==> config.mk <==
export PLATFORM = sky130hd
export DESIGN_NAME = hpp_project_flat
export DESIGN_NICKNAME = d
export VERILOG_FILES = /design/src/rtl/core/hpp_pkg.sv /design/src/rtl/core/hpp_ifs.sv /design/src/rtl/core/hpp_project.sv /design/src/flat_wrapper.sv
export SDC_FILE = /design/constraint.sdc
export NUM_CORES = 2
export LEC_CHECK = 0
export ABC_AREA = 1
export CORE_UTILIZATION = 60
export CTS_BUF_LIST = sky130_fd_sc_hd__clkbuf_16
export CTS_CLUSTER_DIAMETER = 40
export CTS_CLUSTER_SIZE = 10
export DETAILED_ROUTE_END_ITERATION = 6
export DONT_BUFFER_PORTS = 1
export PLACE_DENSITY_LB_ADDON = 0.1
export SLEW_MARGIN = 20
export SYNTH_ARGS = -nofsm -noshare
export SYNTH_HDL_FRONTEND = slang
export SYNTH_SLANG_ARGS = --single-unit
==> constraint.sdc <==
create_clock -name clk -period 4.95 [get_ports clk]
set_clock_uncertainty 0.2 [all_clocks]
set_input_delay 0.99 -clock clk [delete_from_list [all_inputs] [get_ports clk]]
set_output_delay 0.99 -clock clk [all_outputs]
set_load 0.005 [all_outputs]
==> src/rtl/core/hpp_pkg.sv <==
// Shared types, widths and constants of the height-map point projector.
// Used by the channel interfaces and every module under rtl/core.
package hpp_pkg;

    // Default for the MAP_SIDE parameter of the top level
    localparam int MAP_SIDE_DEF = 1024;

    // Field widths of the channels and configuration registers
    localparam int IDX_W     = 10;
    localparam int Z_W       = 16;
    localparam int SCALE_W   = 16;
    localparam int EXT_W     = 16;
    localparam int TRIG_W    = 16;
    localparam int OUT_W     = 24;
    localparam int GAIN_W    = 24;
    localparam int ZB_W      = 18;
    localparam int REG_W     = 32;
    localparam int CFG_IDX_W = 8;

    // Internal datapath widths
    localparam int D_W       = 18;                  // 2*index - (extent - 1)
    localparam int MULP_W    = D_W + SCALE_W + 1;   // full centering product
    localparam int PX_W      = 33;                  // centered coordinate
    localparam int ZSUM_W    = 19;                  // z_bias + z
    localparam int TSUM_W    = TRIG_W + 1;          // tilt sum and difference
    localparam int PROD_W    = PX_W + TRIG_W;       // one rotation product
    localparam int ROT_SUM_W = PROD_W + 1;          // sum of two products
    localparam int ROT_SHIFT = 15;
    localparam int RXY_W     = ROT_SUM_W - ROT_SHIFT;
    localparam int REL_W     = ZSUM_W + GAIN_W;
    localparam int RELT_W    = REL_W + TSUM_W;
    localparam int REL_SHIFT = 22;
    localparam int RELR_W    = RELT_W - REL_SHIFT;
    localparam int SQ_W      = 18;
    localparam int XP_W      = RXY_W + SQ_W;
    localparam int X_SHIFT   = 16;
    localparam int XR_W      = XP_W - X_SHIFT;
    localparam int YP_W      = RXY_W + TSUM_W;
    localparam int Y_SHIFT   = 14;
    localparam int YR_W      = YP_W - Y_SHIFT;
    localparam int SUM_W     = 40;

    // Pipeline depth from acceptance to result register
    localparam int PIPE_DEPTH = 6;
    localparam int OCC_W      = $clog2(PIPE_DEPTH + 1);

    // sqrt(2) in Q.16
    localparam logic signed [SQ_W-1:0] SQRT2_Q16 = SQ_W'(92682);

    // Half-LSB rounding offsets
    localparam logic signed [ROT_SUM_W-1:0] RND_ROT = ROT_SUM_W'(1 << (ROT_SHIFT - 1));
    localparam logic signed [RELT_W-1:0]    RND_REL = RELT_W'(1 << (REL_SHIFT - 1));
    localparam logic signed [XP_W-1:0]      RND_X   = XP_W'(1 << (X_SHIFT - 1));
    localparam logic signed [YP_W-1:0]      RND_Y   = YP_W'(1 << (Y_SHIFT - 1));

    // Saturation limits of the Q16.8 outputs
    localparam logic signed [SUM_W-1:0] SAT_MAX = SUM_W'((1 << (OUT_W - 1)) - 1);
    localparam logic signed [SUM_W-1:0] SAT_MIN = ~SAT_MAX;

    // Register reset values
    localparam logic [SCALE_W-1:0] SCALE_RST     = SCALE_W'(256);
    localparam logic [REG_W-1:0]   TRIG_PAIR_RST = 32'h4000_0000;

    // Configuration register indexes
    typedef enum logic [CFG_IDX_W-1:0] {
        REG_SCALE       = 8'd0,
        REG_ROTATION    = 8'd1,
        REG_TILT        = 8'd2,
        REG_MAP_EXTENT  = 8'd3,
        REG_OFFSET_X    = 8'd4,
        REG_OFFSET_Y    = 8'd5,
        REG_RELIEF_GAIN = 8'd6,
        REG_Z_BIAS      = 8'd7
    } cfg_idx_t;

    // Decoded configuration, fanned out to the datapath
    typedef struct packed {
        logic [SCALE_W-1:0]        scale;
        logic [EXT_W-1:0]          wm1;
        logic [EXT_W-1:0]          hm1;
        logic signed [TRIG_W-1:0]  rot_cos;
        logic signed [TRIG_W-1:0]  rot_sin;
        logic signed [TSUM_W-1:0]  tilt_sum;
        logic signed [TSUM_W-1:0]  tilt_dif;
        logic signed [OUT_W-1:0]   offset_x;
        logic signed [OUT_W-1:0]   offset_y;
        logic signed [GAIN_W-1:0]  relief_gain;
        logic signed [ZB_W-1:0]    z_bias;
    } cfg_t;

    // Centered point handed to the rotation stages
    typedef struct packed {
        logic signed [PX_W-1:0]   px;
        logic signed [PX_W-1:0]   py;
        logic signed [ZSUM_W-1:0] zsum;
    } ctr_t;

    // Rotated point and relief term handed to the projection stages
    typedef struct packed {
        logic signed [RXY_W-1:0]  rx;
        logic signed [RXY_W-1:0]  ry;
        logic signed [RELT_W-1:0] relt;
    } rot_t;

    // Clip a wide sum to the signed output range
    function automatic logic [OUT_W-1:0] sat_out(input logic signed [SUM_W-1:0] v);
        logic [OUT_W-1:0] res;
        priority if (v > SAT_MAX)
            res = SAT_MAX[OUT_W-1:0];
        else if (v < SAT_MIN)
            res = SAT_MIN[OUT_W-1:0];
        else
            res = v[OUT_W-1:0];
        return res;
    endfunction

endpackage

==> src/rtl/core/hpp_ifs.sv <==


interface hpp_screen_if;
    logic                             valid;
    logic                             ready;
    logic signed [hpp_pkg::OUT_W-1:0] screen_x;
    logic signed [hpp_pkg::OUT_W-1:0] screen_y;

    modport source (output valid, output screen_x, output screen_y, input ready);
    modport sink   (input valid, input screen_x, input screen_y, output ready);
endinterface


==> src/rtl/core/hpp_project.sv <==
// Stages 5 and 6: stretch x by sqrt(2), scale y by the tilt sum, add the
// relief term and offsets, and saturate. Depends on hpp_pkg and hpp_screen_if.
module hpp_project (
    input  logic          clk,
    input  logic          rst_n,
    input  hpp_pkg::cfg_t cfg_regs,
    input  logic          in_valid,
    output logic          in_ready,
    input  hpp_pkg::rot_t in_data,
    hpp_screen_if.source  screen_out
);

    logic signed [hpp_pkg::XP_W-1:0]   xp_next;
    logic signed [hpp_pkg::YP_W-1:0]   yp_next;
    logic signed [hpp_pkg::RELT_W-1:0] relt_rnd;
    logic signed [hpp_pkg::RELT_W-1:0] relt_shr;
    logic signed [hpp_pkg::XP_W-1:0]   x_shr;
    logic signed [hpp_pkg::YP_W-1:0]   y_shr;
    logic signed [hpp_pkg::SUM_W-1:0]  x_sum;
    logic signed [hpp_pkg::SUM_W-1:0]  y_sum;

    logic                              s5_valid_reg;
    logic signed [hpp_pkg::XP_W-1:0]   s5_xp_reg;
    logic signed [hpp_pkg::YP_W-1:0]   s5_yp_reg;
    logic signed [hpp_pkg::RELR_W-1:0] s5_relr_reg;
    logic                              s6_valid_reg;
    logic [hpp_pkg::OUT_W-1:0]         s6_x_reg;
    logic [hpp_pkg::OUT_W-1:0]         s6_y_reg;
    logic                              s5_advance;
    logic                              s6_advance;

    assign s6_advance = !s6_valid_reg || screen_out.ready;
    assign s5_advance = !s5_valid_reg || s6_advance;
    assign in_ready   = s5_advance;

    // Projection products; round the relief term to Q.8
    assign xp_next  = $signed(in_data.rx) * hpp_pkg::SQRT2_Q16;
    assign yp_next  = $signed(in_data.ry) * cfg_regs.tilt_sum;
    assign relt_rnd = $signed(in_data.relt) + hpp_pkg::RND_REL;
    assign relt_shr = relt_rnd >>> hpp_pkg::REL_SHIFT;

    // Stage 5 valid
    always_ff @(posedge clk or negedge rst_n)
    begin
        if (!rst_n)
            s5_valid_reg <= 1'b0;
        else if (s5_advance)
            s5_valid_reg <= in_valid;
    end

    // Stage 5 data
    always_ff @(posedge clk)
    begin
        if (s5_advance && in_valid)
        begin
            s5_xp_reg   <= xp_next;
            s5_yp_reg   <= yp_next;
            s5_relr_reg <= relt_shr[hpp_pkg::RELR_W-1:0];
        end
    end

    // Round, add offsets and relief, then clip
    assign x_shr = (s5_xp_reg + hpp_pkg::RND_X) >>> hpp_pkg::X_SHIFT;
    assign y_shr = (s5_yp_reg + hpp_pkg::RND_Y) >>> hpp_pkg::Y_SHIFT;
    assign x_sum = $signed(x_shr[hpp_pkg::XR_W-1:0]) + cfg_regs.offset_x;
    assign y_sum = $signed(y_shr[hpp_pkg::YR_W-1:0]) + s5_relr_reg + cfg_regs.offset_y;

    // Result register valid
    always_ff @(posedge clk or negedge rst_n)
    begin
        if (!rst_n)
            s6_valid_reg <= 1'b0;
        else if (s6_advance)
            s6_valid_reg <= s5_valid_reg;
    end

    // Result register data
    always_ff @(posedge clk)
    begin
        if (s6_advance && s5_valid_reg)
        begin
            s6_x_reg <= hpp_pkg::sat_out(x_sum);
            s6_y_reg <= hpp_pkg::sat_out(y_sum);
        end
    end

    assign screen_out.valid    = s6_valid_reg;
    assign screen_out.screen_x = $signed(s6_x_reg);
    assign screen_out.screen_y = $signed(s6_y_reg);

endmodule

==> src/flat_wrapper.sv <==
// flat-port wrapper written by rule: the top's interface ports become plain ports
module hpp_project_flat 
  (clk, rst_n, cfg_regs, in_valid, in_ready, in_data, screen_out_valid, screen_out_screen_x, screen_out_screen_y, screen_out_ready);
  hpp_screen_if screen_out_i ();
  input  logic clk;
  input  logic rst_n;
  input  hpp_pkg::cfg_t cfg_regs;
  input  logic in_valid;
  output logic in_ready;
  input  hpp_pkg::rot_t in_data;
  output wire logic [$bits(screen_out_i.valid)-1:0] screen_out_valid;
  output wire logic [$bits(screen_out_i.screen_x)-1:0] screen_out_screen_x;
  output wire logic [$bits(screen_out_i.screen_y)-1:0] screen_out_screen_y;
  input wire logic [$bits(screen_out_i.ready)-1:0] screen_out_ready;
  assign screen_out_valid = screen_out_i.valid;
  assign screen_out_screen_x = screen_out_i.screen_x;
  assign screen_out_screen_y = screen_out_i.screen_y;
  assign screen_out_i.ready = screen_out_ready;
  hpp_project u_core (.clk(clk), .rst_n(rst_n), .cfg_regs(cfg_regs), .in_valid(in_valid), .in_ready(in_ready), .in_data(in_data), .screen_out(screen_out_i));
endmodule
==> metrics <==
post-DR wirelength/cell between 15 and 20 um; CTS max path bufs 2; Overall Global Routing Usage 0.341; most common cell in the synthesized netlist inv_1; CTS Buf Count 17; Mapped Nets 7478; period utilisation layout 1.21; CP startpoint cfg_regs[112]; unrepaired setup endpoints after global routing yes; Synth Instances approximately 5.9k; setup ws final -1030 ps; first-pass GRT wire length 209000 um; Critical Path RT between 4000 and 5000 ps; failing checks setup timing; clk_lat worst skew ~460 ps; IO Pins about 390; Hold Path Class flop to flop; GRT overflow 0; clock transition at the registers of the reported paths ~80 ps; H-tree Lvls 4; Yosys reg bits around 170; WL met3 a little over 8000 um; CTS tree done; max reg flops 39; Worst R2R End u_core.screen_out.screen_y[7]; row cnt around 100; Commonest cells post-synth inv_1 (1627), nand2_1 (1433), fa_1 (780); DR vias/cell roughly 5.4; setup TNS -44120 ps; Post-synth EDFFs 163; input/output buffers 0; drc violations 0; post-route ant nets 0; FF-to-FF Start u_core.s5_yp_reg[14]; CP Capture Point u_core.s5_yp_reg[36]; CP Launch Type input port; routability cong. around 0.99; area of the multi-input gates between 30000 and 40000 um2; ys flop type edfxtp_1; Yosys cell types 59; fmax roughly 0.17 GHz; post-synth top area share 0.340; via count 39.6k; Final Hold Fails 0; Final min period around 6000 ps; maximum number of pins on one net before global-route repair 59; top routing layer used met5; Die Wd ~280 um; Nets around 8k; vias in the first global route between 40k and 50k; met2 WL 68100 um; CP Max Fanout 35; Area contributors post-synth fa_1 (34%), inv_1 (13%), ha_1 (12%); # diodes 0; Yosys warning count 0; DR iter-0 viols approximately 2.5k; Arr. time, crit path approximately 6000 ps; Slew Limit Fails 0; storage element area around 4900 um2; ys async rst share 0.0121; Slew Limit Headroom 0.492; worst slew pin tran between 700 and 800 ps; clock sink count 165; height of the chip 279 um; initial antenna violation count 1; die area just under 80000 um2; R2R setup slack -70 ps; area leader, netlist fa_1; mapped cell area about 46000 um2; Mapped Avg Cell Area ~7.7 um2; WS Path Type input port to flop; WL final 135000 um; clock root cell clkbuf_16; post-synthesis sequential area ratio 0.108; starting density of the core 0.605; Area Growth Syn to Fin 24.0%; share of cells above drive strength 1 0.251; R2R depth 28; CP endpoint kind flop; Pre-antenna DRT Iters 7; outcome finished, violations left; Final HPWL DP between 100000 and 150000 um; MaxCap Viol Count 0; core area 75800 um2; Setup violations, final 95; Fillers 5690; final hold slack about 320 ps; M1 wire length roughly 53000 um; Util after Layout 0.750
kinds of logic after synthesis:
logic type,share of synthesized area
DFF,0.108
AOI/OAI and AO/OA,0.0502
adders and majority gates,0.459
and+or+nand+nor,0.191
xor gates and xnor gates,0.0446
buffers and inverters,0.147
layout by cell type, fill, tap and decap left out, types with 62 or more instances in the layout:
master       n
a21oi_2     93
inv_1     1485
nand2_2    148
a21oi_1     88
nor2_2      94
edfxtp_1   163
buf_6       62
xor2_1     145
nand3_1    102
ha_4       104
buf_4      474
nor2_4      68
nor2_1     213
inv_2      138
fa_1       735
nand2_1   1248
ha_1       325
what timing repair did:
action                     CTS  global route
hold endpoints to repair     2             0
gates resized for setup    429           650
setup endpoints to repair   98           123
pin swaps                  301           406
hold buffers                 1             0
gates cloned                 2            12
buffers inserted            64            80
layer usage:
layer | GRT usage | up-vias
met3 | 0.0510 | 404
met2 | 0.605 | 1415
met4 | 0.121 | 2
met1 | 0.422 | 19400
met5 | 0 | -
li1 | - | 18400
metrics by stage:
stage               cells  setup slack, ps  instance area, um2
floorplan            5924            -1430               47600
finish               7347            -1030               56900
global placement     7173            -1520               50900
global route         7347            -1160               56900
CTS                  7263             -870               53700
detailed placement   7173            -1530               50900
final cells by class:
class | count | area share
multi-input combinational | 3984 | 0.691
inverter | 1636 | 0.109
sequential | 165 | 0.0869
timing repair buffer | 552 | 0.0810
tap | 978 | 0.0215
clock buffer | 17 | 0.00748
clock inverter | 15 | 0.00330
worst max-delay path, cell delays in order:
cell and delay [ps]:
nand2_4 40, inv_2 30, fa_1 550, inv_2 40
fa_1 460, fa_1 510, inv_2 40, fa_1 500
fa_1 530, inv_2 40, fa_1 600, inv_2 60
ha_4 330, nand2_4 80, nor2_4 110, nand2_2 70
o211ai_1 150, inv_2 100, o21ai_4 180, a21oi_4 70
o21ai_4 240, nand3_2 120, nand3_2 70, nand2_1 50
worst min-delay path by stage:
stage	from	end	slack, ps	depth (start not counted)
floorplan	u_core.s5_valid_reg	u_core.screen_out.valid	250	2
global placement	u_core.s5_valid_reg	u_core.screen_out.valid	290	2
detailed placement	u_core.s5_valid_reg	u_core.screen_out.valid	310	2
CTS	u_core.s5_valid_reg	u_core.screen_out.valid	320	2
global route	u_core.s5_valid_reg	u_core.screen_out.valid	340	2
finish	u_core.s5_valid_reg	u_core.screen_out.valid	320	2
Power is not shown: default switching activity piles up to over one toggle a cycle in this logic, so the estimate is an artifact.
