===== config.mk =====
export PLATFORM = sky130hd
export DESIGN_NAME = hpp_cfg_regs_flat
export DESIGN_NICKNAME = d
export VERILOG_FILES = /design/src/rtl/core/hpp_pkg.sv /design/src/rtl/core/hpp_ifs.sv /design/src/rtl/core/hpp_cfg_regs.sv /design/src/flat_wrapper.sv
export SDC_FILE = /design/constraint.sdc
export NUM_CORES = 1
export LEC_CHECK = 0
export BUFFER_PORTS_ARGS = -buffer_cell sky130_fd_sc_hd__buf_4
export CAP_MARGIN = 20
export CORE_MARGIN = 2
export CORE_UTILIZATION = 48
export CTS_BUF_LIST = sky130_fd_sc_hd__clkbuf_4 sky130_fd_sc_hd__clkbuf_8 sky130_fd_sc_hd__clkbuf_16
export DETAILED_ROUTE_END_ITERATION = 10
export PLACE_DENSITY = 0.8
export SYNTH_ARGS = -nofsm -noshare
export SYNTH_HDL_FRONTEND = slang
export SYNTH_SLANG_ARGS = --single-unit

===== constraint.sdc =====
create_clock -name clk -period 2.25 [get_ports clk]
set_input_delay 0.225 -clock clk [delete_from_list [all_inputs] [get_ports clk]]
set_output_delay 0.225 -clock clk [all_outputs]
set_load 0.02 [all_outputs]

===== src/rtl/core/hpp_pkg.sv =====
// Shared types, widths and constants of the height-map point projector.
// Used by the channel interfaces and every module under rtl/core.
package hpp_pkg;

    // Default for the MAP_SIDE parameter of the top level
    localparam int MAP_SIDE_DEF = 1024;

    // Field widths of the channels and configuration registers
    localparam int IDX_W     = 10;
    localparam int Z_W       = 16;
    localparam int SCALE_W   = 16;
    localparam int EXT_W     = 16;
    localparam int TRIG_W    = 16;
    localparam int OUT_W     = 24;
    localparam int GAIN_W    = 24;
    localparam int ZB_W      = 18;
    localparam int REG_W     = 32;
    localparam int CFG_IDX_W = 8;

    // Internal datapath widths
    localparam int D_W       = 18;                  // 2*index - (extent - 1)
    localparam int MULP_W    = D_W + SCALE_W + 1;   // full centering product
    localparam int PX_W      = 33;                  // centered coordinate
    localparam int ZSUM_W    = 19;                  // z_bias + z
    localparam int TSUM_W    = TRIG_W + 1;          // tilt sum and difference
    localparam int PROD_W    = PX_W + TRIG_W;       // one rotation product
    localparam int ROT_SUM_W = PROD_W + 1;          // sum of two products
    localparam int ROT_SHIFT = 15;
    localparam int RXY_W     = ROT_SUM_W - ROT_SHIFT;
    localparam int REL_W     = ZSUM_W + GAIN_W;
    localparam int RELT_W    = REL_W + TSUM_W;
    localparam int REL_SHIFT = 22;
    localparam int RELR_W    = RELT_W - REL_SHIFT;
    localparam int SQ_W      = 18;
    localparam int XP_W      = RXY_W + SQ_W;
    localparam int X_SHIFT   = 16;
    localparam int XR_W      = XP_W - X_SHIFT;
    localparam int YP_W      = RXY_W + TSUM_W;
    localparam int Y_SHIFT   = 14;
    localparam int YR_W      = YP_W - Y_SHIFT;
    localparam int SUM_W     = 40;

    // Pipeline depth from acceptance to result register
    localparam int PIPE_DEPTH = 6;
    localparam int OCC_W      = $clog2(PIPE_DEPTH + 1);

    // sqrt(2) in Q.16
    localparam logic signed [SQ_W-1:0] SQRT2_Q16 = SQ_W'(92682);

    // Half-LSB rounding offsets
    localparam logic signed [ROT_SUM_W-1:0] RND_ROT = ROT_SUM_W'(1 << (ROT_SHIFT - 1));
    localparam logic signed [RELT_W-1:0]    RND_REL = RELT_W'(1 << (REL_SHIFT - 1));
    localparam logic signed [XP_W-1:0]      RND_X   = XP_W'(1 << (X_SHIFT - 1));
    localparam logic signed [YP_W-1:0]      RND_Y   = YP_W'(1 << (Y_SHIFT - 1));

    // Saturation limits of the Q16.8 outputs
    localparam logic signed [SUM_W-1:0] SAT_MAX = SUM_W'((1 << (OUT_W - 1)) - 1);
    localparam logic signed [SUM_W-1:0] SAT_MIN = ~SAT_MAX;

    // Register reset values
    localparam logic [SCALE_W-1:0] SCALE_RST     = SCALE_W'(256);
    localparam logic [REG_W-1:0]   TRIG_PAIR_RST = 32'h4000_0000;

    // Configuration register indexes
    typedef enum logic [CFG_IDX_W-1:0] {
        REG_SCALE       = 8'd0,
        REG_ROTATION    = 8'd1,
        REG_TILT        = 8'd2,
        REG_MAP_EXTENT  = 8'd3,
        REG_OFFSET_X    = 8'd4,
        REG_OFFSET_Y    = 8'd5,
        REG_RELIEF_GAIN = 8'd6,
        REG_Z_BIAS      = 8'd7
    } cfg_idx_t;

    // Decoded configuration, fanned out to the datapath
    typedef struct packed {
        logic [SCALE_W-1:0]        scale;
        logic [EXT_W-1:0]          wm1;
        logic [EXT_W-1:0]          hm1;
        logic signed [TRIG_W-1:0]  rot_cos;
        logic signed [TRIG_W-1:0]  rot_sin;
        logic signed [TSUM_W-1:0]  tilt_sum;
        logic signed [TSUM_W-1:0]  tilt_dif;
        logic signed [OUT_W-1:0]   offset_x;
        logic signed [OUT_W-1:0]   offset_y;
        logic signed [GAIN_W-1:0]  relief_gain;
        logic signed [ZB_W-1:0]    z_bias;
    } cfg_t;

    // Centered point handed to the rotation stages
    typedef struct packed {
        logic signed [PX_W-1:0]   px;
        logic signed [PX_W-1:0]   py;
        logic signed [ZSUM_W-1:0] zsum;
    } ctr_t;

    // Rotated point and relief term handed to the projection stages
    typedef struct packed {
        logic signed [RXY_W-1:0]  rx;
        logic signed [RXY_W-1:0]  ry;
        logic signed [RELT_W-1:0] relt;
    } rot_t;

    // Clip a wide sum to the signed output range
    function automatic logic [OUT_W-1:0] sat_out(input logic signed [SUM_W-1:0] v);
        logic [OUT_W-1:0] res;
        priority if (v > SAT_MAX)
            res = SAT_MAX[OUT_W-1:0];
        else if (v < SAT_MIN)
            res = SAT_MIN[OUT_W-1:0];
        else
            res = v[OUT_W-1:0];
        return res;
    endfunction

endpackage


===== src/rtl/core/hpp_ifs.sv =====


interface hpp_cfg_if;
    logic                              valid;
    logic                              ready;
    logic [hpp_pkg::CFG_IDX_W-1:0]     index;
    logic [hpp_pkg::REG_W-1:0]         data;

    modport source (output valid, output index, output data, input ready);
    modport sink   (input valid, input index, input data, output ready);
endinterface


===== src/rtl/core/hpp_cfg_regs.sv =====
// Configuration register file of the point projector; decodes the trig
// pairs and extents for the datapath. Depends on hpp_pkg and hpp_cfg_if.
module hpp_cfg_regs (
    input  logic          clk,
    input  logic          rst_n,
    hpp_cfg_if.sink       cfg,
    output hpp_pkg::cfg_t cfg_regs
);

    logic [hpp_pkg::SCALE_W-1:0]      scale_reg;
    logic [hpp_pkg::REG_W-1:0]        rotation_reg;
    logic [hpp_pkg::REG_W-1:0]        tilt_reg;
    logic [hpp_pkg::REG_W-1:0]        extent_reg;
    logic [hpp_pkg::OUT_W-1:0]        offset_x_reg;
    logic [hpp_pkg::OUT_W-1:0]        offset_y_reg;
    logic [hpp_pkg::GAIN_W-1:0]       gain_reg;
    logic [hpp_pkg::ZB_W-1:0]         z_bias_reg;
    logic signed [hpp_pkg::TRIG_W-1:0] tilt_cos;
    logic signed [hpp_pkg::TRIG_W-1:0] tilt_sin;

    // Take every write
    assign cfg.ready = 1'b1;

    // Write the addressed register, drop unknown indexes
    always_ff @(posedge clk or negedge rst_n)
    begin
        if (!rst_n)
        begin
            scale_reg    <= hpp_pkg::SCALE_RST;
            rotation_reg <= hpp_pkg::TRIG_PAIR_RST;
            tilt_reg     <= hpp_pkg::TRIG_PAIR_RST;
            extent_reg   <= '0;
            offset_x_reg <= '0;
            offset_y_reg <= '0;
            gain_reg     <= '0;
            z_bias_reg   <= '0;
        end
        else if (cfg.valid)
        begin
            unique case (hpp_pkg::cfg_idx_t'(cfg.index))
                hpp_pkg::REG_SCALE:       scale_reg    <= cfg.data[hpp_pkg::SCALE_W-1:0];
                hpp_pkg::REG_ROTATION:    rotation_reg <= cfg.data;
                hpp_pkg::REG_TILT:        tilt_reg     <= cfg.data;
                hpp_pkg::REG_MAP_EXTENT:  extent_reg   <= cfg.data;
                hpp_pkg::REG_OFFSET_X:    offset_x_reg <= cfg.data[hpp_pkg::OUT_W-1:0];
                hpp_pkg::REG_OFFSET_Y:    offset_y_reg <= cfg.data[hpp_pkg::OUT_W-1:0];
                hpp_pkg::REG_RELIEF_GAIN: gain_reg     <= cfg.data[hpp_pkg::GAIN_W-1:0];
                hpp_pkg::REG_Z_BIAS:      z_bias_reg   <= cfg.data[hpp_pkg::ZB_W-1:0];
                default:                  ;
            endcase
        end
    end

    assign tilt_cos = $signed(tilt_reg[hpp_pkg::REG_W-1:hpp_pkg::TRIG_W]);
    assign tilt_sin = $signed(tilt_reg[hpp_pkg::TRIG_W-1:0]);

    // Split the packed pairs and form the tilt sum and difference
    always_comb
    begin
        cfg_regs.scale       = scale_reg;
        cfg_regs.wm1         = extent_reg[hpp_pkg::REG_W-1:hpp_pkg::EXT_W];
        cfg_regs.hm1         = extent_reg[hpp_pkg::EXT_W-1:0];
        cfg_regs.rot_cos     = $signed(rotation_reg[hpp_pkg::REG_W-1:hpp_pkg::TRIG_W]);
        cfg_regs.rot_sin     = $signed(rotation_reg[hpp_pkg::TRIG_W-1:0]);
        cfg_regs.tilt_sum    = {tilt_sin[hpp_pkg::TRIG_W-1], tilt_sin}
                             + {tilt_cos[hpp_pkg::TRIG_W-1], tilt_cos};
        cfg_regs.tilt_dif    = {tilt_cos[hpp_pkg::TRIG_W-1], tilt_cos}
                             - {tilt_sin[hpp_pkg::TRIG_W-1], tilt_sin};
        cfg_regs.offset_x    = $signed(offset_x_reg);
        cfg_regs.offset_y    = $signed(offset_y_reg);
        cfg_regs.relief_gain = $signed(gain_reg);
        cfg_regs.z_bias      = $signed(z_bias_reg);
    end

endmodule


===== src/flat_wrapper.sv =====
// flat-port wrapper written by rule: the top's interface ports become plain ports
module hpp_cfg_regs_flat 
  (clk, rst_n, cfg_regs, cfg_valid, cfg_index, cfg_data, cfg_ready);
  hpp_cfg_if cfg_i ();
  input  logic clk;
  input  logic rst_n;
  output hpp_pkg::cfg_t cfg_regs;
  input wire logic [$bits(cfg_i.valid)-1:0] cfg_valid;
  input wire logic [$bits(cfg_i.index)-1:0] cfg_index;
  input wire logic [$bits(cfg_i.data)-1:0] cfg_data;
  output wire logic [$bits(cfg_i.ready)-1:0] cfg_ready;
  assign cfg_i.valid = cfg_valid;
  assign cfg_i.index = cfg_index;
  assign cfg_i.data = cfg_data;
  assign cfg_ready = cfg_i.ready;
  hpp_cfg_regs u_core (.clk(clk), .rst_n(rst_n), .cfg(cfg_i), .cfg_regs(cfg_regs));
endmodule

==> results by group <==
Setup path
  – Crit start category: register
  – Crit path DAT: ~2.7 ns
  – Worst Setup End Kind: primary output
  – Critical path fanouts, max: 3
  – RR Endpoint: u_core.tilt_reg[1]$_DFFE_PN0P_
  – R2R Setup Slk: roughly 1.1 ns
  – RR Startpoint: u_core.tilt_reg[1]$_DFFE_PN0P_
  – Delay-heaviest family, CP: compound AO/OA/AOI/OAI gates
  – Largest stage delay on the critical path: roughly 0.42 ns
  – Worst-path cell chain: ha_4, fa_2, nor2b_4, o31a_1, buf_4, o21ai_4, o2bb2ai_2, nor4_1, a311o_1, buf_4
  – Crit path max-delay cell type: dfrtp_1
  – Crit path depth: 10
  – WP data required: ~2.0 ns
  – Most common cell type on the critical path: buf_4
  – Crit path kind: reg2out
  – Reg2reg path depth: 5
  – CP bufs+invs: 2

Power and ir drop
  – P per Cell Area: between 700 and 800 mW/mm^2
  – Static Leak: 6.97 nW
  – Tot Pwr: 10.1 mW
  – Max VDD drop: 0.000638 V

Clock network
  – Clock latency on the worst-skew pair: approximately 0.49 ns
  – Worst-path clk slew: 0.06 ns
  – Root Buffer: clkbuf_16
  – Clock buffer depth: 3
  – H-tree levels: 1
  – TritonCTS buffer count: 21
  – Clk sinks: 202
  – CTS tree: built

Min path
  – Hold Crit Start: cfg_data[17]
  – Worst hold path class: in2reg
  – Cell count of the worst hold path: 3
  – Hold Crit Endpoint: u_core.tilt_reg[17]$_DFFE_PN0P_

Synthesis
  – Sequential share of the synthesized area: 54.9%
  – Yosys cell types: 57
  – Async set-reset flop share out of synthesis: 100%
  – Post-Syn Nets: approximately 780
  – Synth top area share: 54.1%
  – Top post-synthesis cells by area: dfrtp_1 (54%), mux2_2 (23%), ha_1 (4.3%)
  – Syn_area_per_cell: 13.1 sq um
  – Area leader, netlist: dfrtp_1
  – Post-synthesis instance area: about 0.0092 sq mm
  – Post-synth EDFFs: 0
  – Seq cells post-synth: between 200 and 250
  – Synthesis Warnings: 0
  – Syn Inst Count: 704
  – Top_reg_cell synth: dfrtp_1

Floorplanning
  – # rows: 50
  – Die Area: slightly above 0.02 sq mm
  – Core Area: roughly 0.019 sq mm
  – DIE WIDTH: around 140 um
  – # IOs: about 250
  – Die Ht: between 100 and 150 um
  – Initial cell density of the core: 49.1%

STA
  – Slew Viols, Final: 0
  – Endpoints failing hold: 0
  – Skew final: 0 ns
  – Fmax: 338 MHz
  – Count of final setup violators: 28
  – Tmin final: 2.96 ns
  – Final period utilization: 132%
  – Setup_tns: -12.74 ns
  – RSZ-0062 raised after global routing: true
  – Final Worst Setup Slack: -0.710 ns

Routing
  – Iteration-0 DRC Markers: between 300 and 400
  – Average routed wire per standard cell: 21.0 um
  – Remaining DRCs: 0
  – ANT nets after route: 0
  – Via Count: 7,063
  – Post-DR vias/cell: 5.42
  – WL final: 27,300 um
  – Drt pass-1 iters: 7

Global route
  – Antenna violations before repair: 0
  – First-pass GRT wire length: 40,100 um
  – Congestion Overflow GR: 0
  – Vias in the first global route: 7,145
  – Pin count of the biggest net entering global routing: 60
  – Gr usage total: between 20% and 30%

Layout
  – Area grow syn2layout: 46.1%
  – Antenna cells: 0
  – Non-Filler Instances: 1,303
  – Final nets: 1,131
  – Share of cells above drive strength 1: a little over three fifths

Run status
  – Failing checks: setup timing
  – Status: finished, violations left

Place
  – GPL Wtd Cong: 0.851
  – Hpwl dp: roughly 19,000 um
  – Number of buffers added on ports: approximately 250
  – Placed insts: 1,228

Flow run
  – Max-Cap Viols: 0
## where the power goes
group	switching (mW)	total, mW	internal [mW]	leakage, nW
Combinational	1.39	2.68	1.29	3.92
Sequential	0.115	3.93	3.82	2.70
Clock	1.41	3.53	2.12	0.358
Total	2.91	10.1	7.23	6.97
## synthesized netlist by cell type, drive strengths merged (11+ instances only)
library cell / n
a21oi: 21
buf: 28
dfrtp: 199
ha: 32
inv: 30
mux2: 186
nand2: 30
nor2: 22
nor3: 11
o21ai: 31
xnor2: 21
## cells in the final DEF (no fill, tap or decap), types with 7 or more instances in the layout
master / count
inv_1: 21
a21oi_1: 11
mux2_2: 184
xnor2_2: 9
dfrtp_1: 197
o21ai_0: 23
nor3_1: 7
nand2_1: 29
xnor2_1: 12
buf_6: 22
ha_1: 17
buf_4: 326
inv_2: 9
ha_4: 12
clkbuf_16: 21
nor2_1: 19
dlygate4sd3_1: 9
## metal layers
metal  global-route usage [%]  share of wire [%]  up-vias
met4                     6.10                2.4        0
met1                     32.4                 39     3579
met5                        0                  0        -
li1                         -                  -     3175
met3                     5.32                6.1       57
met2                     44.1                 52      252
## layout make-up
cell class / instances / area (sq um)
well taps: 234 / 293
fillers: 1250 / 5310
multi-input cells: 435 / 4380
clock buffers: 28 / 603
flip-flops and latches: 202 / 5060
inverters: 31 / 116
clock inverters: 10 / 106
repair buffers: 363 / 2890
## worst max path at each step
stage	startpoint	to
2_1_floorplan	u_core.tilt_reg[1]$_DFFE_PN0P_	cfg_regs[105]
6_report	u_core.tilt_reg[0]$_DFFE_PN0P_	cfg_regs[100]
4_1_cts	u_core.tilt_reg[0]$_DFFE_PN0P_	cfg_regs[121]
3_3_place_gp	u_core.tilt_reg[0]$_DFFE_PN0P_	cfg_regs[104]
3_5_place_dp	u_core.tilt_reg[0]$_DFFE_PN0P_	cfg_regs[104]
5_1_grt	u_core.tilt_reg[0]$_DFFE_PN0P_	cfg_regs[104]
## kinds of logic (layout without fill, tap and decap cells)
logic type,count (synthesis),in the layout,share of synthesized area (%)
muxes,187,187,22.9
AOI/OAI and AO/OA,93,93,6.39
buffers and inverters,67,432,3.40
DFF,202,202,54.9
adders and majority gates,34,34,4.78
other,1,1,0.0407
and+or+nand+nor,97,97,5.43
xor gates and xnor gates,23,23,2.19
## through the flow
| step | hold slack (ns) | worst slack, ns | util, % | area (sq um) |
|---|---|---|---|---|
| floorplan | -0.0706 | -0.0164 | - | 9270 |
| global placement | 0.230 | -0.198 | 63.3 | 11900 |
| detailed placement | 0.232 | -0.252 | 63.3 | 11900 |
| CTS | 0.00119 | -0.724 | 69.7 | 13100 |
| global route | 0.00469 | -0.772 | 71.7 | 13500 |
| finish | 0.0183 | -0.710 | 71.7 | 13500 |
## worst min-delay path, stage by stage
cell     delay [ns]
buf_4          0.14
nand2_1        0.05
o21ai_0        0.06
## repair_timing
action	CTS	global route
setup endpoints to repair	27	29
setup buffers	14	15
hold buffers	9	0
hold endpoints to repair	69	0
pin swaps	27	34
gates resized for setup	65	54
No activity file was read; power rests on OpenSTA's default activity.
