**src/rtl/core/hpp_pkg.sv**
```systemverilog
// Shared types, widths and constants of the height-map point projector.
// Used by the channel interfaces and every module under rtl/core.
package hpp_pkg;

    // Default for the MAP_SIDE parameter of the top level
    localparam int MAP_SIDE_DEF = 1024;

    // Field widths of the channels and configuration registers
    localparam int IDX_W     = 10;
    localparam int Z_W       = 16;
    localparam int SCALE_W   = 16;
    localparam int EXT_W     = 16;
    localparam int TRIG_W    = 16;
    localparam int OUT_W     = 24;
    localparam int GAIN_W    = 24;
    localparam int ZB_W      = 18;
    localparam int REG_W     = 32;
    localparam int CFG_IDX_W = 8;

    // Internal datapath widths
    localparam int D_W       = 18;                  // 2*index - (extent - 1)
    localparam int MULP_W    = D_W + SCALE_W + 1;   // full centering product
    localparam int PX_W      = 33;                  // centered coordinate
    localparam int ZSUM_W    = 19;                  // z_bias + z
    localparam int TSUM_W    = TRIG_W + 1;          // tilt sum and difference
    localparam int PROD_W    = PX_W + TRIG_W;       // one rotation product
    localparam int ROT_SUM_W = PROD_W + 1;          // sum of two products
    localparam int ROT_SHIFT = 15;
    localparam int RXY_W     = ROT_SUM_W - ROT_SHIFT;
    localparam int REL_W     = ZSUM_W + GAIN_W;
    localparam int RELT_W    = REL_W + TSUM_W;
    localparam int REL_SHIFT = 22;
    localparam int RELR_W    = RELT_W - REL_SHIFT;
    localparam int SQ_W      = 18;
    localparam int XP_W      = RXY_W + SQ_W;
    localparam int X_SHIFT   = 16;
    localparam int XR_W      = XP_W - X_SHIFT;
    localparam int YP_W      = RXY_W + TSUM_W;
    localparam int Y_SHIFT   = 14;
    localparam int YR_W      = YP_W - Y_SHIFT;
    localparam int SUM_W     = 40;

    // Pipeline depth from acceptance to result register
    localparam int PIPE_DEPTH = 6;
    localparam int OCC_W      = $clog2(PIPE_DEPTH + 1);

    // sqrt(2) in Q.16
    localparam logic signed [SQ_W-1:0] SQRT2_Q16 = SQ_W'(92682);

    // Half-LSB rounding offsets
    localparam logic signed [ROT_SUM_W-1:0] RND_ROT = ROT_SUM_W'(1 << (ROT_SHIFT - 1));
    localparam logic signed [RELT_W-1:0]    RND_REL = RELT_W'(1 << (REL_SHIFT - 1));
    localparam logic signed [XP_W-1:0]      RND_X   = XP_W'(1 << (X_SHIFT - 1));
    localparam logic signed [YP_W-1:0]      RND_Y   = YP_W'(1 << (Y_SHIFT - 1));

    // Saturation limits of the Q16.8 outputs
    localparam logic signed [SUM_W-1:0] SAT_MAX = SUM_W'((1 << (OUT_W - 1)) - 1);
    localparam logic signed [SUM_W-1:0] SAT_MIN = ~SAT_MAX;

    // Register reset values
    localparam logic [SCALE_W-1:0] SCALE_RST     = SCALE_W'(256);
    localparam logic [REG_W-1:0]   TRIG_PAIR_RST = 32'h4000_0000;

    // Configuration register indexes
    typedef enum logic [CFG_IDX_W-1:0] {
        REG_SCALE       = 8'd0,
        REG_ROTATION    = 8'd1,
        REG_TILT        = 8'd2,
        REG_MAP_EXTENT  = 8'd3,
        REG_OFFSET_X    = 8'd4,
        REG_OFFSET_Y    = 8'd5,
        REG_RELIEF_GAIN = 8'd6,
        REG_Z_BIAS      = 8'd7
    } cfg_idx_t;

    // Decoded configuration, fanned out to the datapath
    typedef struct packed {
        logic [SCALE_W-1:0]        scale;
        logic [EXT_W-1:0]          wm1;
        logic [EXT_W-1:0]          hm1;
        logic signed [TRIG_W-1:0]  rot_cos;
        logic signed [TRIG_W-1:0]  rot_sin;
        logic signed [TSUM_W-1:0]  tilt_sum;
        logic signed [TSUM_W-1:0]  tilt_dif;
        logic signed [OUT_W-1:0]   offset_x;
        logic signed [OUT_W-1:0]   offset_y;
        logic signed [GAIN_W-1:0]  relief_gain;
        logic signed [ZB_W-1:0]    z_bias;
    } cfg_t;

    // Centered point handed to the rotation stages
    typedef struct packed {
        logic signed [PX_W-1:0]   px;
        logic signed [PX_W-1:0]   py;
        logic signed [ZSUM_W-1:0] zsum;
    } ctr_t;

    // Rotated point and relief term handed to the projection stages
    typedef struct packed {
        logic signed [RXY_W-1:0]  rx;
        logic signed [RXY_W-1:0]  ry;
        logic signed [RELT_W-1:0] relt;
    } rot_t;

    // Clip a wide sum to the signed output range
    function automatic logic [OUT_W-1:0] sat_out(input logic signed [SUM_W-1:0] v);
        logic [OUT_W-1:0] res;
        priority if (v > SAT_MAX)
            res = SAT_MAX[OUT_W-1:0];
        else if (v < SAT_MIN)
            res = SAT_MIN[OUT_W-1:0];
        else
            res = v[OUT_W-1:0];
        return res;
    endfunction

endpackage

```
**src/rtl/core/hpp_ifs.sv**
```systemverilog
// Channel interfaces of the height-map point projector: point input,
// screen result and configuration write. Widths come from hpp_pkg.
interface hpp_point_if;
    logic                             valid;
    logic                             ready;
    logic [hpp_pkg::IDX_W-1:0]        grid_col;
    logic [hpp_pkg::IDX_W-1:0]        grid_row;
    logic signed [hpp_pkg::Z_W-1:0]   height_z;

    modport source (output valid, output grid_col, output grid_row, output height_z,
                    input ready);
    modport sink   (input valid, input grid_col, input grid_row, input height_z,
                    output ready);
endinterface


```
**src/rtl/core/hpp_center.sv**
```systemverilog
// Stages 1 and 2: clamp the grid index, center it on the map and scale it;
// also form z_bias + z. Depends on hpp_pkg and hpp_point_if.
module hpp_center #(
    parameter int MAP_SIDE = hpp_pkg::MAP_SIDE_DEF
) (
    input  logic          clk,
    input  logic          rst_n,
    input  hpp_pkg::cfg_t cfg_regs,
    hpp_point_if.sink     point_in,
    output logic          out_valid,
    input  logic          out_ready,
    output hpp_pkg::ctr_t out_data
);

    localparam int CMP_W = 17;
    localparam logic [CMP_W-1:0] IDX_MAX = CMP_W'(MAP_SIDE - 1);

    logic [hpp_pkg::IDX_W-1:0]             col_c;
    logic [hpp_pkg::IDX_W-1:0]             row_c;
    logic signed [hpp_pkg::D_W-1:0]        dcol_next;
    logic signed [hpp_pkg::D_W-1:0]        drow_next;
    logic signed [hpp_pkg::ZSUM_W-1:0]     zsum_next;
    logic signed [hpp_pkg::MULP_W-1:0]     px_prod;
    logic signed [hpp_pkg::MULP_W-1:0]     py_prod;

    logic                                  s1_valid_reg;
    logic signed [hpp_pkg::D_W-1:0]        s1_dcol_reg;
    logic signed [hpp_pkg::D_W-1:0]        s1_drow_reg;
    logic signed [hpp_pkg::ZSUM_W-1:0]     s1_zsum_reg;
    logic                                  s2_valid_reg;
    logic signed [hpp_pkg::PX_W-1:0]       s2_px_reg;
    logic signed [hpp_pkg::PX_W-1:0]       s2_py_reg;
    logic signed [hpp_pkg::ZSUM_W-1:0]     s2_zsum_reg;
    logic                                  s1_advance;
    logic                                  s2_advance;

    // Advance a stage when it is empty or the next one takes its item
    assign s2_advance     = !s2_valid_reg || out_ready;
    assign s1_advance     = !s1_valid_reg || s2_advance;
    assign point_in.ready = s1_advance;

    // Clamp indexes beyond the map side
    assign col_c = ({{(CMP_W-hpp_pkg::IDX_W){1'b0}}, point_in.grid_col} > IDX_MAX)
                 ? IDX_MAX[hpp_pkg::IDX_W-1:0] : point_in.grid_col;
    assign row_c = ({{(CMP_W-hpp_pkg::IDX_W){1'b0}}, point_in.grid_row} > IDX_MAX)
                 ? IDX_MAX[hpp_pkg::IDX_W-1:0] : point_in.grid_row;

    // 2*index - (extent - 1), both unsigned, result signed
    assign dcol_next = $signed({{(hpp_pkg::D_W-hpp_pkg::IDX_W-1){1'b0}}, col_c, 1'b0})
                     - $signed({{(hpp_pkg::D_W-hpp_pkg::EXT_W){1'b0}}, cfg_regs.wm1});
    assign drow_next = $signed({{(hpp_pkg::D_W-hpp_pkg::IDX_W-1){1'b0}}, row_c, 1'b0})
                     - $signed({{(hpp_pkg::D_W-hpp_pkg::EXT_W){1'b0}}, cfg_regs.hm1});
    assign zsum_next = $signed({cfg_regs.z_bias[hpp_pkg::ZB_W-1], cfg_regs.z_bias})
                     + $signed({{(hpp_pkg::ZSUM_W-hpp_pkg::Z_W){point_in.height_z[hpp_pkg::Z_W-1]}},
                                point_in.height_z});

    // Stage 1 valid
    always_ff @(posedge clk or negedge rst_n)
    begin
        if (!rst_n)
            s1_valid_reg <= 1'b0;
        else if (s1_advance)
            s1_valid_reg <= point_in.valid;
    end

    // Stage 1 data
    always_ff @(posedge clk)
    begin
        if (s1_advance && point_in.valid)
        begin
            s1_dcol_reg <= dcol_next;
            s1_drow_reg <= drow_next;
            s1_zsum_reg <= zsum_next;
        end
    end

    // Scale the centered index
    assign px_prod = s1_dcol_reg * $signed({1'b0, cfg_regs.scale});
    assign py_prod = s1_drow_reg * $signed({1'b0, cfg_regs.scale});

    // Stage 2 valid
    always_ff @(posedge clk or negedge rst_n)
    begin
        if (!rst_n)
            s2_valid_reg <= 1'b0;
        else if (s2_advance)
            s2_valid_reg <= s1_valid_reg;
    end

    // Stage 2 data
    always_ff @(posedge clk)
    begin
        if (s2_advance && s1_valid_reg)
        begin
            s2_px_reg   <= px_prod[hpp_pkg::PX_W-1:0];
            s2_py_reg   <= py_prod[hpp_pkg::PX_W-1:0];
            s2_zsum_reg <= s1_zsum_reg;
        end
    end

    assign out_valid = s2_valid_reg;

    always_comb
    begin
        out_data.px   = s2_px_reg;
        out_data.py   = s2_py_reg;
        out_data.zsum = s2_zsum_reg;
    end

endmodule

```
**src/flat_wrapper.sv**
```systemverilog
// flat-port wrapper written by rule: the top's interface ports become plain ports
module hpp_center_flat 
#(
    parameter int MAP_SIDE = hpp_pkg::MAP_SIDE_DEF
)
  (clk, rst_n, cfg_regs, out_valid, out_ready, out_data, point_in_valid, point_in_grid_col, point_in_grid_row, point_in_height_z, point_in_ready);
  hpp_point_if point_in_i ();
  input  logic clk;
  input  logic rst_n;
  input  hpp_pkg::cfg_t cfg_regs;
  output logic out_valid;
  input  logic out_ready;
  output hpp_pkg::ctr_t out_data;
  input wire logic [$bits(point_in_i.valid)-1:0] point_in_valid;
  input wire logic [$bits(point_in_i.grid_col)-1:0] point_in_grid_col;
  input wire logic [$bits(point_in_i.grid_row)-1:0] point_in_grid_row;
  input wire logic [$bits(point_in_i.height_z)-1:0] point_in_height_z;
  output wire logic [$bits(point_in_i.ready)-1:0] point_in_ready;
  assign point_in_i.valid = point_in_valid;
  assign point_in_i.grid_col = point_in_grid_col;
  assign point_in_i.grid_row = point_in_grid_row;
  assign point_in_i.height_z = point_in_height_z;
  assign point_in_ready = point_in_i.ready;
  hpp_center #(.MAP_SIDE(MAP_SIDE)) u_core (.clk(clk), .rst_n(rst_n), .cfg_regs(cfg_regs), .point_in(point_in_i), .out_valid(out_valid), .out_ready(out_ready), .out_data(out_data));
endmodule
```
**config.mk**
```make
export PLATFORM = sky130hd
export DESIGN_NAME = hpp_center_flat
export DESIGN_NICKNAME = d
export VERILOG_FILES = /design/src/rtl/core/hpp_pkg.sv /design/src/rtl/core/hpp_ifs.sv /design/src/rtl/core/hpp_center.sv /design/src/flat_wrapper.sv
export SDC_FILE = /design/constraint.sdc
export NUM_CORES = 2
export LEC_CHECK = 0
export ABC_AREA = 1
export BUFFER_PORTS_ARGS = -buffer_cell sky130_fd_sc_hd__buf_2
export CORE_AREA = 5 5 349 351
export CTS_BUF_LIST = sky130_fd_sc_hd__clkbuf_4 sky130_fd_sc_hd__clkbuf_8
export DETAILED_ROUTE_END_ITERATION = 6
export DIE_AREA = 0 0 354 356
export SETUP_SLACK_MARGIN = 0.3
export SYNTH_ARGS = -nofsm -noshare
export SYNTH_HDL_FRONTEND = slang
export SYNTH_SLANG_ARGS = --single-unit
```
**constraint.sdc**
```tcl
create_clock -name clk -period 5.9 [get_ports clk]
set_input_delay 0.59 -clock clk [delete_from_list [all_inputs] [get_ports clk]]
set_output_delay 0.59 -clock clk [all_outputs]
set_load 0.03 [all_outputs]
```
==> impl_metrics.json <==
{
  "status": "finished clean",
  "crit_family": "adder cells",
  "vias": 23643,
  "htree_levels": 4,
  "fp.dieArea_mm2": 0.126,
  "avgSynthCellArea_um2": 7.94,
  "drive_gt1_frac": 0.204,
  "clk_pin_slew_ns": 0.11,
  "synth_cell_types": 37,
  "syn_to_final_growth_pct": 23.6,
  "slew_headroom": 0.510,
  "vias_per_cell": 4.18,
  "netlist_instances": 3697,
  "min_period_ns": 5.66,
  "ctsRootBufferMaster": "clkbuf_8",
  "startpoint_type": "flip-flop",
  "rows": 127,
  "worst_slew_pin_slew_ns": 0.736,
  "reg2reg_slack_ns": 0.24,
  "fp.dieW_um": 354,
  "cts_tree": "done",
  "min_path_type": "in2reg",
  "synth_seq_cells": 140,
  "syn-cell-area_mm2": 0.0293,
  "cts_buffers": 17,
  "synth_warnings": 0,
  "grt.overflow.total": 0,
  "post-route-drc-count": 0,
  "layout.nets": 5096,
  "cap_violations": 0,
  "worstPathBufferInverterCount": 7,
  "worstPathRequired_ns": 6.24,
  "path_cells": "buf_2, buf_4, nand2_1, inv_1, fa_1, buf_4, fa_1, inv_1, fa_1, fa_1, fa_1, fa_1, inv_1, ha_4, nand2_1, nor2_2, nand2_1, nor3_1, nand2_1, inv_1, nor2_1, nand2_1, nand2_1",
  "slew_viol_final": 0,
  "grt_setup_unrepaired": "true",
  "final_common_cell": "inv_1",
  "grtUsageTotal": 0.133,
  "cp.arrival_ns": 6.00,
  "crit_path_end_kind": "flip-flop",
  "grt_pass1_vias": 25269,
  "ios": 331,
  "drt.antenna.violating_nets": 0,
  "drtIter0Drc": 1089,
  "wire_per_inst_um": 14.5,
  "timing.critical_path.depth": 23,
  "min_from": "cfg_regs[172]",
  "async_flop_share": 0.0143,
  "crit_path_end": "u_core.s2_py_reg[32]",
  "antenna_found_initial": 21,
  "n_fill_cell": 12504,
  "die_h_um": 356,
  "hold_ws_ns": 0.223,
  "drt-total-wl_um": 82100,
  "slowest_stage": "fa_1",
  "r2r_start": "u_core.s1_drow_reg[16]",
  "finalSetupViolations": 0,
  "hpwl_um": 68900,
  "place.gp.congestion": 0.873,
  "grt_pass1_wl_um": 133000,
  "final_hold_viol_count": 0,
  "ys_seq_area_frac": 0.143,
  "wl_met2_um": 42700,
  "first_pass_iters": 5,
  "path_max_fanout": 6,
  "synth_edf_count": 138,
  "criticalPathCategory": "reg2reg",
  "start_util": 0.247,
  "fin_util": 0.306,
  "cp-startpoint": "u_core.s1_drow_reg[16]",
  "max_freq_ghz": 0.177,
  "clk_latency_ns": 0.60,
  "ys.flop_type": "edfxtp_1",
  "ctsLongestPathBuffers": 2,
  "maxUsedRoutingLayer": "met5",
  "skew_ns": 0.0313,
  "drt-met1-wl_um": 33400,
  "worstReg2RegEnd": "u_core.s2_py_reg[32]",
  "layout_common_cells": "inv_1 (1108), nand2_1 (907), fa_1 (529)",
  "syn-num-nets": 4698,
  "io_buffers": 192,
  "grt_max_degree": 47,
  "cp_slowest_stage_delay_ns": 0.58,
  "period_share": 0.959,
  "worstRegToRegCells": 23,
  "cts.sinks": 140,
  "core_mm2": 0.119,
  "wl_met3_um": 3610
}
[final cells by class]
type / instances / area, um2 / share of cell area
Multi-Input combinational cell: 2273 / 21600 / 0.595
Inverter: 1152 / 4340 / 0.120
Sequential cell: 140 / 4190 / 0.116
Timing Repair Buffer: 511 / 3760 / 0.104
Tap cell: 1548 / 1940 / 0.0534
Clock buffer: 18 / 248 / 0.00683
Clock inverter: 14 / 184 / 0.00507
Antenna cell: 6 / 15.0 / 0.000414
[routing by layer]
layer  GRT usage  vias to the layer above
li1            -                    11399
met1       0.155                    11595
met2       0.249                      476
met3      0.0255                      153
met4      0.0373                       20
met5           0                        -
[cells in the mapped netlist, types with 4 or more instances]
| library cell | count | area share |
|---|---|---|
| a21oi_1 | 100 | 0.017 |
| ha_1 | 206 | 0.088 |
| nand3b_1 | 9 | 0.0023 |
| nor2_2 | 11 | 0.0023 |
| nand3_1 | 89 | 0.015 |
| a21o_1 | 4 | 0.0010 |
| nor3_1 | 16 | 0.0027 |
| clkbuf_1 | 132 | 0.017 |
| nand4_1 | 35 | 0.0075 |
| o21ai_0 | 48 | 0.0082 |
| o21ai_1 | 4 | 0.00068 |
| a21oi_2 | 4 | 0.0012 |
| inv_1 | 1145 | 0.15 |
| xor2_1 | 52 | 0.016 |
| inv_2 | 7 | 0.00090 |
| nand2_2 | 15 | 0.0032 |
| nor2_1 | 120 | 0.015 |
| edfxtp_1 | 138 | 0.14 |
| xnor2_1 | 16 | 0.0048 |
| fa_1 | 551 | 0.38 |
| nand2_1 | 960 | 0.12 |
| o21bai_1 | 7 | 0.0018 |
| nor3_2 | 5 | 0.0017 |
[cell families after synthesis]
logic type,after synthesis,synth area share
adders and majority gates,757,0.464
xor gates and xnor gates,68,0.0203
buffers and inverters,1284,0.164
AOI/OAI and AO/OA,180,0.0333
DFF,140,0.143
and+or+nand+nor,1268,0.176
[through the flow]
stage               setup WS [ns]  instance area (um2)  TNS (ns)  instances
floorplan                   0.299                29400         0       3697
global placement           -0.153                33700     -1.97       5537
detailed placement         -0.154                33700     -2.28       5537
CTS                         0.279                34800         0       5603
global route              0.00863                36300         0       5660
finish                      0.241                36300         0       5662
[worst min-delay path by stage]
stage	slack, ns	to	cells after the start
final	0.22	u_core.s1_dcol_reg[0]	1
after global placement	0.38	u_core.s1_valid_reg	1
after CTS	0.15	u_core.s1_dcol_reg[0]	1
after global routing	0.17	u_core.s1_dcol_reg[0]	1
after detailed placement	0.38	u_core.s1_valid_reg	1
after floorplan	0.29	u_core.out_valid	0
[repair_timing]
| action | CTS | global route |
|---|---|---|
| hold endpoints to repair | 2 | 0 |
| buffers inserted | 33 | 52 |
| pin swaps | 22 | 145 |
| hold buffers | 1 | 0 |
| resized for setup | 69 | 278 |
| endpoints found under the setup margin | 34 | 40 |
| cloned | 0 | 1 |
Power is not shown: default switching activity piles up to over one toggle a cycle in this logic, so the estimate is an artifact.
